==> src/hdl/skf_pkg.sv <==
// ============================================================================
// skf_pkg
// Shared types and constants of the scalar Kalman filter: field widths,
// register reset values, request and register codes, control structs.
// ============================================================================
package skf_pkg;

    // Widths of the data fields (Q16.16 values in 32 bits).
    localparam int DATA_W        = 32;
    localparam int REQ_W         = 2;
    localparam int CFG_IDX_W     = 2;

    // Default number of fraction bits of the gain.
    localparam int GAIN_BITS_DEF = 16;

    // Reset values of the state and of the configuration registers.
    localparam logic [DATA_W-1:0] RST_INIT_EST  = 32'd1310720;
    localparam logic [DATA_W-1:0] RST_INIT_VAR  = 32'd655360;
    localparam logic [DATA_W-1:0] RST_PROC_NOISE = 32'd6554;
    localparam logic [DATA_W-1:0] RST_MEAS_NOISE = 32'd131072;

    // Request codes carried on the input channel.
    typedef enum logic [REQ_W-1:0] {
        REQ_STEP    = 2'd0,
        REQ_PREDICT = 2'd1,
        REQ_UPDATE  = 2'd2,
        REQ_RESTART = 2'd3
    } t_req;

    // Configuration register indexes.
    typedef enum logic [CFG_IDX_W-1:0] {
        CFG_INIT_EST   = 2'd0,
        CFG_INIT_VAR   = 2'd1,
        CFG_PROC_NOISE = 2'd2,
        CFG_MEAS_NOISE = 2'd3
    } t_cfg_idx;

    // Commands from the controller to the datapath.
    typedef struct packed {
        logic cap_in;
        logic do_pred;
        logic do_dset;
        logic do_div;
        logic do_mul1;
        logic do_mul2;
        logic do_fin;
        logic do_load;
        logic out_load;
    } t_cmd;

    // Status from the datapath to the controller.
    typedef struct packed {
        logic div_done;
    } t_status;

endpackage

==> src/hdl/skf_in_if.sv <==
// ============================================================================
// skf_in_if
// Request channel: request type and measurement with valid/ready.
// ============================================================================
interface skf_in_if;
    import skf_pkg::*;

    logic                     valid;
    logic                     ready;
    logic [REQ_W-1:0]         req_type;
    logic signed [DATA_W-1:0] measurement;

    modport source (output valid, output req_type, output measurement, input ready);
    modport sink   (input valid, input req_type, input measurement, output ready);
endinterface

==> src/hdl/skf_out_if.sv <==
// ============================================================================
// skf_out_if
// Result channel: estimate and variance with valid/ready.
// ============================================================================
interface skf_out_if;
    import skf_pkg::*;

    logic                     valid;
    logic                     ready;
    logic signed [DATA_W-1:0] estimate;
    logic [DATA_W-1:0]        variance;

    modport source (output valid, output estimate, output variance, input ready);
    modport sink   (input valid, input estimate, input variance, output ready);
endinterface

==> src/hdl/skf_cfg_if.sv <==
// ============================================================================
// skf_cfg_if
// Configuration write channel: register index and data with valid/ready.
// ============================================================================
interface skf_cfg_if;
    import skf_pkg::*;

    logic                 valid;
    logic                 ready;
    logic [CFG_IDX_W-1:0] index;
    logic [DATA_W-1:0]    data;

    modport source (output valid, output index, output data, input ready);
    modport sink   (input valid, input index, input data, output ready);
endinterface

==> src/hdl/skf_ctrl.sv <==
// ============================================================================
// skf_ctrl
// Sequencer of the filter: walks one request through predict, gain division,
// two multiplies, finish or restart load, and the result hand-off.
// ============================================================================
module skf_ctrl (
    input  logic                     i_clk,
    input  logic                     i_rst_n,
    input  logic                     i_in_valid,
    input  logic [skf_pkg::REQ_W-1:0] i_in_req_type,
    output logic                     o_in_ready,
    input  logic                     i_out_ready,
    output logic                     o_out_valid,
    input  skf_pkg::t_status         i_status,
    output skf_pkg::t_cmd            o_cmd
);
    import skf_pkg::*;

    typedef enum logic [8:0] {
        S_IDLE = 9'b000000001,
        S_PRED = 9'b000000010,
        S_DSET = 9'b000000100,
        S_DIV  = 9'b000001000,
        S_MUL1 = 9'b000010000,
        S_MUL2 = 9'b000100000,
        S_FIN  = 9'b001000000,
        S_LOAD = 9'b010000000,
        S_OUT  = 9'b100000000
    } t_state;

    t_state           r_state, n_state;
    logic [REQ_W-1:0] r_req, n_req;
    logic             r_out_valid, n_out_valid;

    // The input is open only when idle and out of reset.
    assign o_in_ready  = (r_state == S_IDLE) && i_rst_n;
    assign o_out_valid = r_out_valid;

    // Next state and commands.
    always_comb begin
        n_state     = r_state;
        n_req       = r_req;
        o_cmd       = '0;
        n_out_valid = r_out_valid & ~i_out_ready;
        case (r_state)
            S_IDLE: begin
                if (i_in_valid) begin
                    o_cmd.cap_in = 1'b1;
                    n_req        = i_in_req_type;
                    case (i_in_req_type)
                        REQ_STEP, REQ_PREDICT: n_state = S_PRED;
                        REQ_UPDATE:            n_state = S_DSET;
                        default:               n_state = S_LOAD;
                    endcase
                end
            end
            S_PRED: begin
                o_cmd.do_pred = 1'b1;
                n_state       = (r_req == REQ_STEP) ? S_DSET : S_OUT;
            end
            S_DSET: begin
                o_cmd.do_dset = 1'b1;
                n_state       = S_DIV;
            end
            S_DIV: begin
                o_cmd.do_div = 1'b1;
                if (i_status.div_done) begin
                    n_state = S_MUL1;
                end
            end
            S_MUL1: begin
                o_cmd.do_mul1 = 1'b1;
                n_state       = S_MUL2;
            end
            S_MUL2: begin
                o_cmd.do_mul2 = 1'b1;
                n_state       = S_FIN;
            end
            S_FIN: begin
                o_cmd.do_fin = 1'b1;
                n_state      = S_OUT;
            end
            S_LOAD: begin
                o_cmd.do_load = 1'b1;
                n_state       = S_OUT;
            end
            S_OUT: begin
                // Hand the result to the output register once it is free.
                if (!r_out_valid || i_out_ready) begin
                    o_cmd.out_load = 1'b1;
                    n_out_valid    = 1'b1;
                    n_state        = S_IDLE;
                end
            end
            default: n_state = S_IDLE;
        endcase
    end

    // State registers.
    always_ff @(posedge i_clk) begin
        if (!i_rst_n) begin
            r_state     <= S_IDLE;
            r_req       <= REQ_STEP;
            r_out_valid <= 1'b0;
        end else begin
            r_state     <= n_state;
            r_req       <= n_req;
            r_out_valid <= n_out_valid;
        end
    end

`ifndef SYNTHESIS
    // An accepted request keeps the input closed on the following cycle.
    a_accept_busy: assert property (@(posedge i_clk) disable iff (!i_rst_n)
        (i_in_valid && o_in_ready) |=> !o_in_ready)
        else $error("input reopened right after a request was taken");

    // A restart reaches the result stage without passing the division.
    a_restart_path: assert property (@(posedge i_clk) disable iff (!i_rst_n)
        o_cmd.do_load |=> (r_state == S_OUT))
        else $error("restart did not go straight to the result stage");

    // A pending result is never overwritten before it is taken.
    a_no_overwrite: assert property (@(posedge i_clk) disable iff (!i_rst_n)
        o_cmd.out_load |-> (!r_out_valid || i_out_ready))
        else $error("result register loaded while still occupied");
`endif

endmodule

==> src/hdl/skf_dp.sv <==
// ============================================================================
// skf_dp
// Datapath of the filter: configuration and state registers, restoring
// divider for the gain, one shared multiplier, rounding and saturation.
// ============================================================================
module skf_dp #(
    parameter int GAIN_BITS = skf_pkg::GAIN_BITS_DEF
) (
    input  logic                              i_clk,
    input  logic                              i_rst_n,
    input  skf_pkg::t_cmd                     i_cmd,
    output skf_pkg::t_status                  o_status,
    input  logic                              i_cfg_we,
    input  logic [skf_pkg::CFG_IDX_W-1:0]     i_cfg_index,
    input  logic [skf_pkg::DATA_W-1:0]        i_cfg_data,
    input  logic signed [skf_pkg::DATA_W-1:0] i_meas,
    output logic signed [skf_pkg::DATA_W-1:0] o_estimate,
    output logic [skf_pkg::DATA_W-1:0]        o_variance
);
    import skf_pkg::*;

    localparam int GW  = GAIN_BITS + 1;           // gain width, holds 1.0
    localparam int MW  = DATA_W + 1;              // magnitude and divisor width
    localparam int RW  = DATA_W + 2;              // partial remainder width
    localparam int PW  = MW + GW;                 // product width
    localparam int CW  = $clog2(GAIN_BITS + 1);   // division step counter
    localparam logic [GW-1:0] GAIN_ONE  = GW'(1) << GAIN_BITS;
    localparam logic [PW-1:0] GAIN_HALF = PW'(1) << (GAIN_BITS - 1);
    localparam logic signed [DATA_W+2:0] EST_MAX = {4'b0000, {(DATA_W-1){1'b1}}};
    localparam logic signed [DATA_W+2:0] EST_MIN = {4'b1111, {(DATA_W-1){1'b0}}};

    // Configuration and filter state.
    logic [DATA_W-1:0]        r_init_est, r_init_var, r_proc_noise, r_meas_noise;
    logic signed [DATA_W-1:0] r_est;
    logic [DATA_W-1:0]        r_var;

    // Working registers of one request.
    logic signed [DATA_W-1:0] r_meas;
    logic [MW-1:0]            r_den;
    logic [RW-1:0]            r_rem;
    logic [GW-1:0]            r_quot;
    logic [CW-1:0]            r_cnt;
    logic                     r_neg;
    logic [MW-1:0]            r_mag;
    logic [PW-1:0]            r_prod;
    logic signed [DATA_W-1:0] r_out_est;
    logic [DATA_W-1:0]        r_out_var;

    logic [DATA_W:0]          pred_sum;
    logic signed [DATA_W:0]   diff;
    logic                     den_zero;
    logic [GW-1:0]            gain;
    logic                     rem_ge;
    logic [RW-1:0]            rem_sub;
    logic [MW-1:0]            mul_a;
    logic [GW-1:0]            mul_b;
    logic [PW-1:0]            prod_rnd;
    logic [MW-1:0]            mag_rnd;
    logic signed [DATA_W+2:0] corr;
    logic signed [DATA_W+2:0] est_next;
    logic signed [DATA_W-1:0] est_sat;

    assign o_estimate = r_out_est;
    assign o_variance = r_out_var;

    // Predict: variance plus process noise, saturated.
    assign pred_sum = {1'b0, r_var} + {1'b0, r_proc_noise};

    // Innovation and its magnitude.
    assign diff = {r_meas[DATA_W-1], r_meas} - {r_est[DATA_W-1], r_est};

    // Gain is zero when the denominator is zero.
    assign den_zero = (r_den == '0);
    assign gain     = den_zero ? '0 : r_quot;

    // One restoring division step.
    assign rem_ge  = (r_rem >= {1'b0, r_den});
    assign rem_sub = rem_ge ? (r_rem - {1'b0, r_den}) : r_rem;
    assign o_status.div_done = (r_cnt == CW'(GAIN_BITS));

    // Shared multiplier: correction first, then the variance scale.
    assign mul_a = i_cmd.do_mul2 ? {1'b0, r_var} : r_mag;
    assign mul_b = i_cmd.do_mul2 ? (GAIN_ONE - gain) : gain;

    // Round half away from zero on the magnitude, drop the gain fraction.
    assign prod_rnd = r_prod + GAIN_HALF;
    assign mag_rnd  = prod_rnd[GAIN_BITS +: MW];

    // New estimate, saturated to the signed range.
    assign corr     = r_neg ? -$signed({2'b00, mag_rnd}) : $signed({2'b00, mag_rnd});
    assign est_next = {{3{r_est[DATA_W-1]}}, r_est} + corr;
    always_comb begin
        if (est_next > EST_MAX) begin
            est_sat = EST_MAX[DATA_W-1:0];
        end else if (est_next < EST_MIN) begin
            est_sat = EST_MIN[DATA_W-1:0];
        end else begin
            est_sat = est_next[DATA_W-1:0];
        end
    end

    // Configuration registers.
    always_ff @(posedge i_clk) begin
        if (!i_rst_n) begin
            r_init_est   <= RST_INIT_EST;
            r_init_var   <= RST_INIT_VAR;
            r_proc_noise <= RST_PROC_NOISE;
            r_meas_noise <= RST_MEAS_NOISE;
        end else if (i_cfg_we) begin
            case (i_cfg_index)
                CFG_INIT_EST:   r_init_est   <= i_cfg_data;
                CFG_INIT_VAR:   r_init_var   <= i_cfg_data;
                CFG_PROC_NOISE: r_proc_noise <= i_cfg_data;
                CFG_MEAS_NOISE: r_meas_noise <= i_cfg_data;
                default: ;
            endcase
        end
    end

    // Estimate and variance.
    always_ff @(posedge i_clk) begin
        if (!i_rst_n) begin
            r_est <= RST_INIT_EST;
            r_var <= RST_INIT_VAR;
        end else begin
            if (i_cmd.do_pred) begin
                r_var <= pred_sum[DATA_W] ? '1 : pred_sum[DATA_W-1:0];
            end
            if (i_cmd.do_mul2) begin
                r_est <= est_sat;
            end
            if (i_cmd.do_fin) begin
                r_var <= mag_rnd[DATA_W-1:0];
            end
            if (i_cmd.do_load) begin
                r_est <= r_init_est;
                r_var <= r_init_var;
            end
        end
    end

    // Working registers of the update.
    always_ff @(posedge i_clk) begin
        if (i_cmd.cap_in) begin
            r_meas <= i_meas;
        end
        if (i_cmd.do_dset) begin
            r_den  <= {1'b0, r_var} + {1'b0, r_meas_noise};
            r_rem  <= {2'b00, r_var};
            r_quot <= '0;
            r_cnt  <= '0;
            r_neg  <= diff[DATA_W];
            r_mag  <= diff[DATA_W] ? MW'(-diff) : MW'(diff);
        end
        if (i_cmd.do_div) begin
            r_rem  <= {rem_sub[RW-2:0], 1'b0};
            r_quot <= {r_quot[GW-2:0], rem_ge};
            r_cnt  <= r_cnt + CW'(1);
        end
        if (i_cmd.do_mul1 || i_cmd.do_mul2) begin
            r_prod <= PW'(mul_a) * PW'(mul_b);
        end
        if (i_cmd.out_load) begin
            r_out_est <= r_est;
            r_out_var <= r_var;
        end
    end

`ifndef SYNTHESIS
    // The gain never exceeds 1.0 since the variance is part of the divisor.
    a_gain_le_one: assert property (@(posedge i_clk) disable iff (!i_rst_n)
        i_cmd.do_mul1 |-> (gain <= GAIN_ONE))
        else $error("gain above one");

    // The rounded correction never exceeds the innovation magnitude.
    a_corr_bound: assert property (@(posedge i_clk) disable iff (!i_rst_n)
        i_cmd.do_mul2 |-> (mag_rnd <= r_mag))
        else $error("correction larger than innovation");

    // An update never raises the variance.
    a_var_shrinks: assert property (@(posedge i_clk) disable iff (!i_rst_n)
        i_cmd.do_fin |=> (r_var <= $past(r_var)))
        else $error("variance grew in update");
`endif

endmodule

==> src/hdl/scalar_kalman_filter.sv <==
// ============================================================================
// scalar_kalman_filter
// Scalar constant-model Kalman filter in Q16.16 fixed point.
// ============================================================================
// Usage: i_in takes one request per beat (req_type, measurement); o_out
// returns one beat per request carrying the estimate and variance after it.
// Request 0 runs predict then update, 1 predict only, 2 update only, and 3
// reloads estimate and variance from the configuration registers. i_cfg
// writes those registers (index 0..3) and is ready whenever reset is
// released; write only while no request is in flight.
// Timing: one request at a time. A full step runs predict and update,
// update only skips the predict, and predict only and restart skip the
// division and the multiplies. The gain division is a restoring divider
// that retires one quotient bit per cycle, GAIN_BITS+1 steps; both
// products share one multiplier. A new request is taken only once the
// sequencer is back in idle after the result is registered.
// Reset clears the filter to 20.0 estimate and 10.0 variance and restores
// the register defaults. When the receiver stalls, the result waits in the
// output register; the next request is still taken and worked on, and holds
// only at its own result stage until the pending beat leaves.
// ============================================================================
module scalar_kalman_filter #(
    parameter int GAIN_BITS = skf_pkg::GAIN_BITS_DEF
) (
    input  logic i_clk,
    input  logic i_rst_n,
    skf_in_if.sink    i_in,
    skf_out_if.source o_out,
    skf_cfg_if.sink   i_cfg
);
    import skf_pkg::*;

    t_cmd    cmd;
    t_status status;

    // Configuration writes are taken on every cycle out of reset.
    assign i_cfg.ready = i_rst_n;

    // Sequencer.
    skf_ctrl u_ctrl (
        .i_clk         (i_clk),
        .i_rst_n       (i_rst_n),
        .i_in_valid    (i_in.valid),
        .i_in_req_type (i_in.req_type),
        .o_in_ready    (i_in.ready),
        .i_out_ready   (o_out.ready),
        .o_out_valid   (o_out.valid),
        .i_status      (status),
        .o_cmd         (cmd)
    );

    // Arithmetic and state.
    skf_dp #(
        .GAIN_BITS (GAIN_BITS)
    ) u_dp (
        .i_clk       (i_clk),
        .i_rst_n     (i_rst_n),
        .i_cmd       (cmd),
        .o_status    (status),
        .i_cfg_we    (i_cfg.valid),
        .i_cfg_index (i_cfg.index),
        .i_cfg_data  (i_cfg.data),
        .i_meas      (i_in.measurement),
        .o_estimate  (o_out.estimate),
        .o_variance  (o_out.variance)
    );

endmodule
==> src/flat_wrapper.sv <==
// flat-port wrapper written by rule: the top's interface ports become plain ports
module scalar_kalman_filter_flat import skf_pkg::*;
#(
    parameter int GAIN_BITS = skf_pkg::GAIN_BITS_DEF
)
  (i_clk, i_rst_n, i_in_valid, i_in_req_type, i_in_measurement, i_in_ready, o_out_valid, o_out_estimate, o_out_variance, o_out_ready, i_cfg_valid, i_cfg_index, i_cfg_data, i_cfg_ready);
  skf_in_if i_in_i ();
  skf_out_if o_out_i ();
  skf_cfg_if i_cfg_i ();
  input  logic i_clk;
  input  logic i_rst_n;
  input wire logic [$bits(i_in_i.valid)-1:0] i_in_valid;
  input wire logic [$bits(i_in_i.req_type)-1:0] i_in_req_type;
  input wire logic [$bits(i_in_i.measurement)-1:0] i_in_measurement;
  output wire logic [$bits(i_in_i.ready)-1:0] i_in_ready;
  output wire logic [$bits(o_out_i.valid)-1:0] o_out_valid;
  output wire logic [$bits(o_out_i.estimate)-1:0] o_out_estimate;
  output wire logic [$bits(o_out_i.variance)-1:0] o_out_variance;
  input wire logic [$bits(o_out_i.ready)-1:0] o_out_ready;
  input wire logic [$bits(i_cfg_i.valid)-1:0] i_cfg_valid;
  input wire logic [$bits(i_cfg_i.index)-1:0] i_cfg_index;
  input wire logic [$bits(i_cfg_i.data)-1:0] i_cfg_data;
  output wire logic [$bits(i_cfg_i.ready)-1:0] i_cfg_ready;
  assign i_in_i.valid = i_in_valid;
  assign i_in_i.req_type = i_in_req_type;
  assign i_in_i.measurement = i_in_measurement;
  assign i_in_ready = i_in_i.ready;
  assign o_out_valid = o_out_i.valid;
  assign o_out_estimate = o_out_i.estimate;
  assign o_out_variance = o_out_i.variance;
  assign o_out_i.ready = o_out_ready;
  assign i_cfg_i.valid = i_cfg_valid;
  assign i_cfg_i.index = i_cfg_index;
  assign i_cfg_i.data = i_cfg_data;
  assign i_cfg_ready = i_cfg_i.ready;
  scalar_kalman_filter #(.GAIN_BITS(GAIN_BITS)) u_core (.i_clk(i_clk), .i_rst_n(i_rst_n), .i_in(i_in_i), .o_out(o_out_i), .i_cfg(i_cfg_i));
endmodule
==> config.mk <==
export PLATFORM = sky130hd
export DESIGN_NAME = scalar_kalman_filter_flat
export DESIGN_NICKNAME = d
export VERILOG_FILES = /design/src/hdl/skf_pkg.sv /design/src/hdl/skf_in_if.sv /design/src/hdl/skf_out_if.sv /design/src/hdl/skf_cfg_if.sv /design/src/hdl/skf_ctrl.sv /design/src/hdl/skf_dp.sv /design/src/hdl/scalar_kalman_filter.sv /design/src/flat_wrapper.sv
export SDC_FILE = /design/constraint.sdc
export NUM_CORES = 2
export LEC_CHECK = 0
export ABC_AREA = 1
export BUFFER_PORTS_ARGS = -buffer_cell sky130_fd_sc_hd__buf_2
export CORE_UTILIZATION = 52
export CTS_BUF_LIST = sky130_fd_sc_hd__clkbuf_2 sky130_fd_sc_hd__clkbuf_4 sky130_fd_sc_hd__clkbuf_8
export CTS_CLUSTER_SIZE = 25
export DETAILED_ROUTE_END_ITERATION = 16
export PLACE_DENSITY = 0.79
export RECOVER_POWER = 50
export SYNTH_ARGS = -nofsm -noshare
export SYNTH_HDL_FRONTEND = slang
export SYNTH_SLANG_ARGS = --single-unit
==> constraint.sdc <==
create_clock -name i_clk -period 10.62 [get_ports i_clk]
set_input_delay 2.124 -clock i_clk [delete_from_list [all_inputs] [get_ports i_clk]]
set_output_delay 2.124 -clock i_clk [all_outputs]
set_load 0.005 [all_outputs]
---- Word-level counts from Yosys, hierarchy flattened ----
Cells that the tools add are included.
storage, ports and cells
  register bits ........................... 472
  input port bits ......................... 73
operators by class
  add/subtract/negate cells ............... 10
  $mul .................................... 1
  reductions and logical operators ........ 19
  mux-type cells .......................... 39
  equal/unequal tests ..................... 18
  $lt $le $gt $ge ......................... 3
  bitwise logic cells ..................... 2
operator list
  operator                                                          number
  two-way mux 32 bit                                                9
  case mux 9 bit (8 select lines)                                   1
  two-way mux 17 bit                                                4
  two-way mux 34 bit                                                2
  adder 32 x 32 -> 33 bit                                           2
  two-way mux 33 bit                                                2
  adder 49 x 16 -> 49 bit (second input constant)                   1
  multiplier 33 x 17 -> 49 bit                                      1
  two-way mux 9 bit                                                 4
  adder 35 bit                                                      1
  greater-than comparator 35 x 32 -> 1 bit (second input constant)  1
  < comparator 35 x 32 -> 1 bit (second input constant)             1
  two-way mux 35 bit                                                1
  negator 33 -> 35 bit                                              1
  >= comparator 34 x 33 -> 1 bit                                    1
  logical NOT 33 bit                                                1
  negator 33 bit                                                    1
  subtractor 32 x 32 -> 33 bit                                      1
  subtractor 33 bit                                                 1
  subtractor 17 bit (first input constant)                          1
  case mux 8 bit (2 select lines)                                   1
  two-way mux 1 bit                                                 13
  two-way mux 5 bit                                                 2
  AND reduction 2 bit                                               5
  25 further kinds                                                  34

---- Depth between registers and ports, before layout ----
  depth in word-level cells ............... 9
  mapped depth ............................ 42
  mapped depth without buffers ............ 41

---- Cells and area by module ----
A second synthesis with hierarchy kept.
unflattened totals
  cell total of the unflattened synthesis .. 6,317
  area total of the unflattened synthesis .. 47,573.1 µm²
by module, submodules not included
  module                seq. area each (µm²)  instances  cells each  area an instance (µm²)
  skf_dp                11,431.0              1          6,196       46,752.3
  skf_ctrl              240.2                 1          120         813.3
  scalar_kalman_filter  0.0                   1          1           7.5

---- Least setup slack after synthesis ----
No wires, ideal clock.
  path kind ............................... reg-to-reg
  from .................................... reg u_core.u_dp.r_den[23]
  to ...................................... reg u_core.u_dp.r_prod[47] (data pin)
  path buffers ............................ 2
  library setup time ...................... 0.258 ns
  data arrival time ....................... 7.386 ns
  required time ........................... 10.362 ns
  cell stages (with the launch flop) ...... 39
  clock period less this slack ............ 7.644 ns
  setup slack ............................. 2.976 ns
  path through ............................ edfxtp_1 > nor4_1 > nand4_1 > nor2_2 > buf_4 > nor2_1 > inv_1 > ha_1 > nand2_1 > nor2_2 > nand3_1 > nor2_2 > nand2_1 > nand2_1 > nand2_2 > inv_2 > buf_2 > nor2_1 > [3 not listed] > fa_1 > fa_1 > inv_1 > fa_1 > inv_1 > ha_1 > nand2_1 > nor2_1 > inv_1 > nor2_1 > inv_1 > nor4_1 > a21oi_1 > o21ai_0 > nand2_1 > nand2_1 > a31oi_1 > xnor2_1
on the way
  longest elaborated chain between the ends .. 5
RTL lines
  what                              line           text
  start, declared                   skf_dp.sv:39   logic [MW-1:0] r_den;
  start signal, assigned            skf_dp.sv:148  r_den <= {1'b0, r_var} + {1'b0, r_meas_noise};
  logical NOT 33 bit (*)            skf_dp.sv:73   assign den_zero = (r_den == '0);
  two-way mux 17 bit (*)            skf_dp.sv:74   assign gain = den_zero ? '0 : r_quot;
  subtractor 17 bit                 skf_dp.sv:83   assign mul_b = i_cmd.do_mul2 ? (GAIN_ONE - gain) : gain;
  two-way mux 17 bit (*)            skf_dp.sv:83
  multiplier 33 x 17 -> 49 bit (*)  skf_dp.sv:161  r_prod <= PW'(mul_a) * PW'(mul_b);
  end signal, assigned              skf_dp.sv:161
  end, declared                     skf_dp.sv:45   logic [PW-1:0] r_prod;
Mark *: on every way between the ends. The rest lies on a longest branch, timed or not.
A chain may end at the register's enable or synchronous reset.

---- Final worst setup path ----
  from .................................... reg u_core.u_dp.r_den[4]
  to ...................................... reg u_core.u_dp.r_prod[47] (data pin)
Same word-level chain as after synthesis.

==> flow_summary_export.csv <==
group,metric,value,unit
global_route,antenna_found_initial,6,
synthesis,synth.cell_area,47590,µm²
power_and_ir_drop,p_total,18.54,mW
synthesis,syn-num-nets,7195,
timing,setup_violations,0,
synthesis,synth_area_leaders,"fa_1 (20%), edfxtp_1 (16%), nand2_1 (11%)",
synthesis,syn_inst,6369,
worst_hold_path,min_path_type,"reg2reg",
routing,drt_wl_total,163.7,mm
die,core,90290,µm²
routing,wl_per_cell,21.18,µm
die,ioPinCount,140,
cts,insertion_delay,0.72,ns
routing,routed_via_density,5.609,
cts,cts_tree,"built",
worst_setup_path,worstPathRequired,11.08,ns
outcome,failed_checks,"capacitance limit, slew limit",
layout,fill_cells,8644,
global_route,grt_usage,35.40,%
cts,cts_buffer_depth,3,
power_and_ir_drop,p_leak,25.02,nW
routing,drcViolationCount,0,
outcome,status,"complete, but fails checks",
routing,num_vias,43342,
routing,drt_first_pass_iters,6,
global_route,grt_pass1_vias,42528,
die,die_w,304.5,µm
timing,fin_worst_skew,0.04699,ns
cts,cts_buffers,76,
timing,fmax,102.5,MHz
worst_setup_path,start_kind,"register",
synthesis,yosys.area.top_type_share,19.60,%
timing,tns,0,ns
placement,routabilityCongestion,1.025,
timing,tightest_slew,4.241,ns
cts,h-tree-depth,3,
placement,hpwl,130.4,mm
synthesis,ys_ff_latch,457,
layout,finalNetCount,7315,
timing,grt_setup_unrepaired,"false",
layout,final_cell_mix,"nand2_1 (1402), inv_1 (1146), nor2_1 (822)",
timing,maxSlewViolCount,321,
synthesis,yosysUniqueCellTypes,58,
cts,cts_resized,0,
power_and_ir_drop,power.density,361.5,nW/µm²
synthesis,synth_edf_count,252,
synthesis,yosysSeqAreaShare,24.53,%
job,drv_cap,7,
cts,post_cts_buffers,0,
layout,areaGrowthSynthToFinish,7.767,%
die,fp-row-count,110,
worst_setup_path,critPathMostFrequentCell,"inv_1",
power_and_ir_drop,max-vdd-ir-drop,572.2,µV
timing,period_needed,9.752,ns
timing,final_hold_viol_count,0,
routing,ant_nets,0,
synthesis,yosysTopAreaCell,"fa_1",
synthesis,synthArstFlopShare,0,%
worst_setup_path,worstPathMaxFanout,31,
die,initial_core_util,52.71,%
die,die_area,92730,µm²
cts,cts_root_buffer,"clkbuf_8",
worst_setup_path,worstPathArrival,10.21,ns
routing,drt_iter0_drc,4518,
worst_setup_path,path_class,"reg2reg",
synthesis,ys_warn_count,0,
layout,layout_commonest_cell,"nand2_1",
global_route,gr-total-overflow,0,
synthesis,avgSynthCellArea,7.472,µm²
worst_setup_path,max_stage_delay,0.90,ns
placement,io_buffers,139,
timing,slew_headroom,-182.8,%
timing,finalCritPeriodShare,91.83,%
layout,drive_gt1_share,6.184,%
worst_setup_path,cpMaxStageDelayCell,"o21ai_2",
global_route,grt_start_max_net_pins,67,
cts,cts.sinks,457,
worst_setup_path,crit_path_end_kind,"register",
synthesis,synth_ff_type,"edfxtp_1",
cts,ctsHoldBuffers,0,
cts,clk_pin_slew,0.07,ns
global_route,grt_pass1_wl,249.9,mm
die,fp.dieH,304.5,µm
registers in the layout, summed over array words and instances (netlist names), 32 cells and up:
register / cells
u_core.u_dp.o_estimate: 32
u_core.u_dp.o_variance: 32
u_core.u_dp.r_den: 33
u_core.u_dp.r_est: 32
u_core.u_dp.r_init_est: 32
u_core.u_dp.r_init_var: 32
u_core.u_dp.r_mag: 33
u_core.u_dp.r_meas: 32
u_core.u_dp.r_meas_noise: 32
u_core.u_dp.r_proc_noise: 32
u_core.u_dp.r_prod: 34
u_core.u_dp.r_rem: 34
u_core.u_dp.r_var: 32
synth_stat cells, types with 10 or more instances:
library cell and count:
nand2_1 1404, inv_1 1147, nor2_1 826, fa_1 466, a21oi_1 405, o21ai_0 365
ha_1 287, edfxtp_1 252, dfxtp_1 205, nand3_1 205, xor2_1 151, clkbuf_1 138
xnor2_1 77, nor3_1 63, nand4_1 49, buf_2 29, o21bai_1 28, a21o_1 23
o21ai_1 22, nand3b_1 20, o211ai_1 20, o21a_1 20, a31oi_1 19, o221ai_1 18
nor4_1 16, a21boi_0 13, inv_2 10
final timing paths:
kind	endpoint	from	slack, ns	depth (start not counted)
worst min register to register	u_core.u_dp.r_init_var[29]	u_core.u_dp.r_init_var[29]	0.45	2
worst max-delay path	u_core.u_dp.r_prod[47]	u_core.u_dp.r_den[4]	0.87	38
worst min-delay path	u_core.u_dp.r_init_var[29]	u_core.u_dp.r_init_var[29]	0.45	2
worst max register to register	u_core.u_dp.r_prod[47]	u_core.u_dp.r_den[4]	0.87	38
worst max-delay path, delay by kind of cell (launching register included):
family / cells / cell delay [ns]
DFF: 1 / 0.32
xor gates and xnor gates: 1 / 0.14
buffers and inverters: 8 / 0.98
and+or+nand+nor: 17 / 2.64
AOI/OAI and AO/OA: 4 / 1.64
adders and majority gates: 8 / 3.75
logic make-up after synthesis:
kind of cell | count (synthesis) | share of synthesized area [%]
AO/OA/AOI/OAI | 962 | 11.07
XOR/XNOR | 230 | 4.265
adder cells (fa/ha/maj) | 753 | 27.15
buffers and inverters | 1343 | 10.73
flip-flops | 457 | 24.53
AND/OR/NAND/NOR | 2624 | 22.25
power by group:
| part | internal, mW | leakage (nW) | switching [mW] | total (mW) |
|---|---|---|---|---|
| clock | 0.933 | 0.851 | 0.786 | 1.72 |
| sequential | 2.62 | 3.97 | 0.107 | 2.73 |
| combinational | 4.67 | 20.2 | 9.42 | 14.1 |
per-stage QoR:
step,worst slack (ns),hold WS [ns],std cells,instance area [µm²],utilization [%]
final,0.8678,0.4510,7727,51280,56.80
after global placement,1.184,0.4349,7587,49730,55.08
after floorplan,2.976,0.4236,6369,47590,-
after global routing,0.06066,0.4761,7727,51280,56.80
after CTS,0.8387,0.4510,7725,51340,56.86
after detailed placement,0.8639,0.4373,7587,49730,55.08
metal layers:
layer	global-route usage (%)	part of all wire, %
met1	49.24	42
met2	54.59	44
met3	7.468	9.9
met4	12.45	4.1
met5	0	0.030
final cells by class:
type / instances / area, µm² / share of cell area, %
timing repair buffer: 222 / 1279 / 2.493
multi-input combinational: 4569 / 30880 / 60.22
tap: 1176 / 1471 / 2.869
clock inverter: 30 / 280.3 / 0.5465
antenna: 2 / 5.005 / 0.009759
sequential: 457 / 11670 / 22.76
clock buffer: 108 / 1330 / 2.593
inverter: 1163 / 4367 / 8.515
No activity file was read; power rests on OpenSTA's default activity.
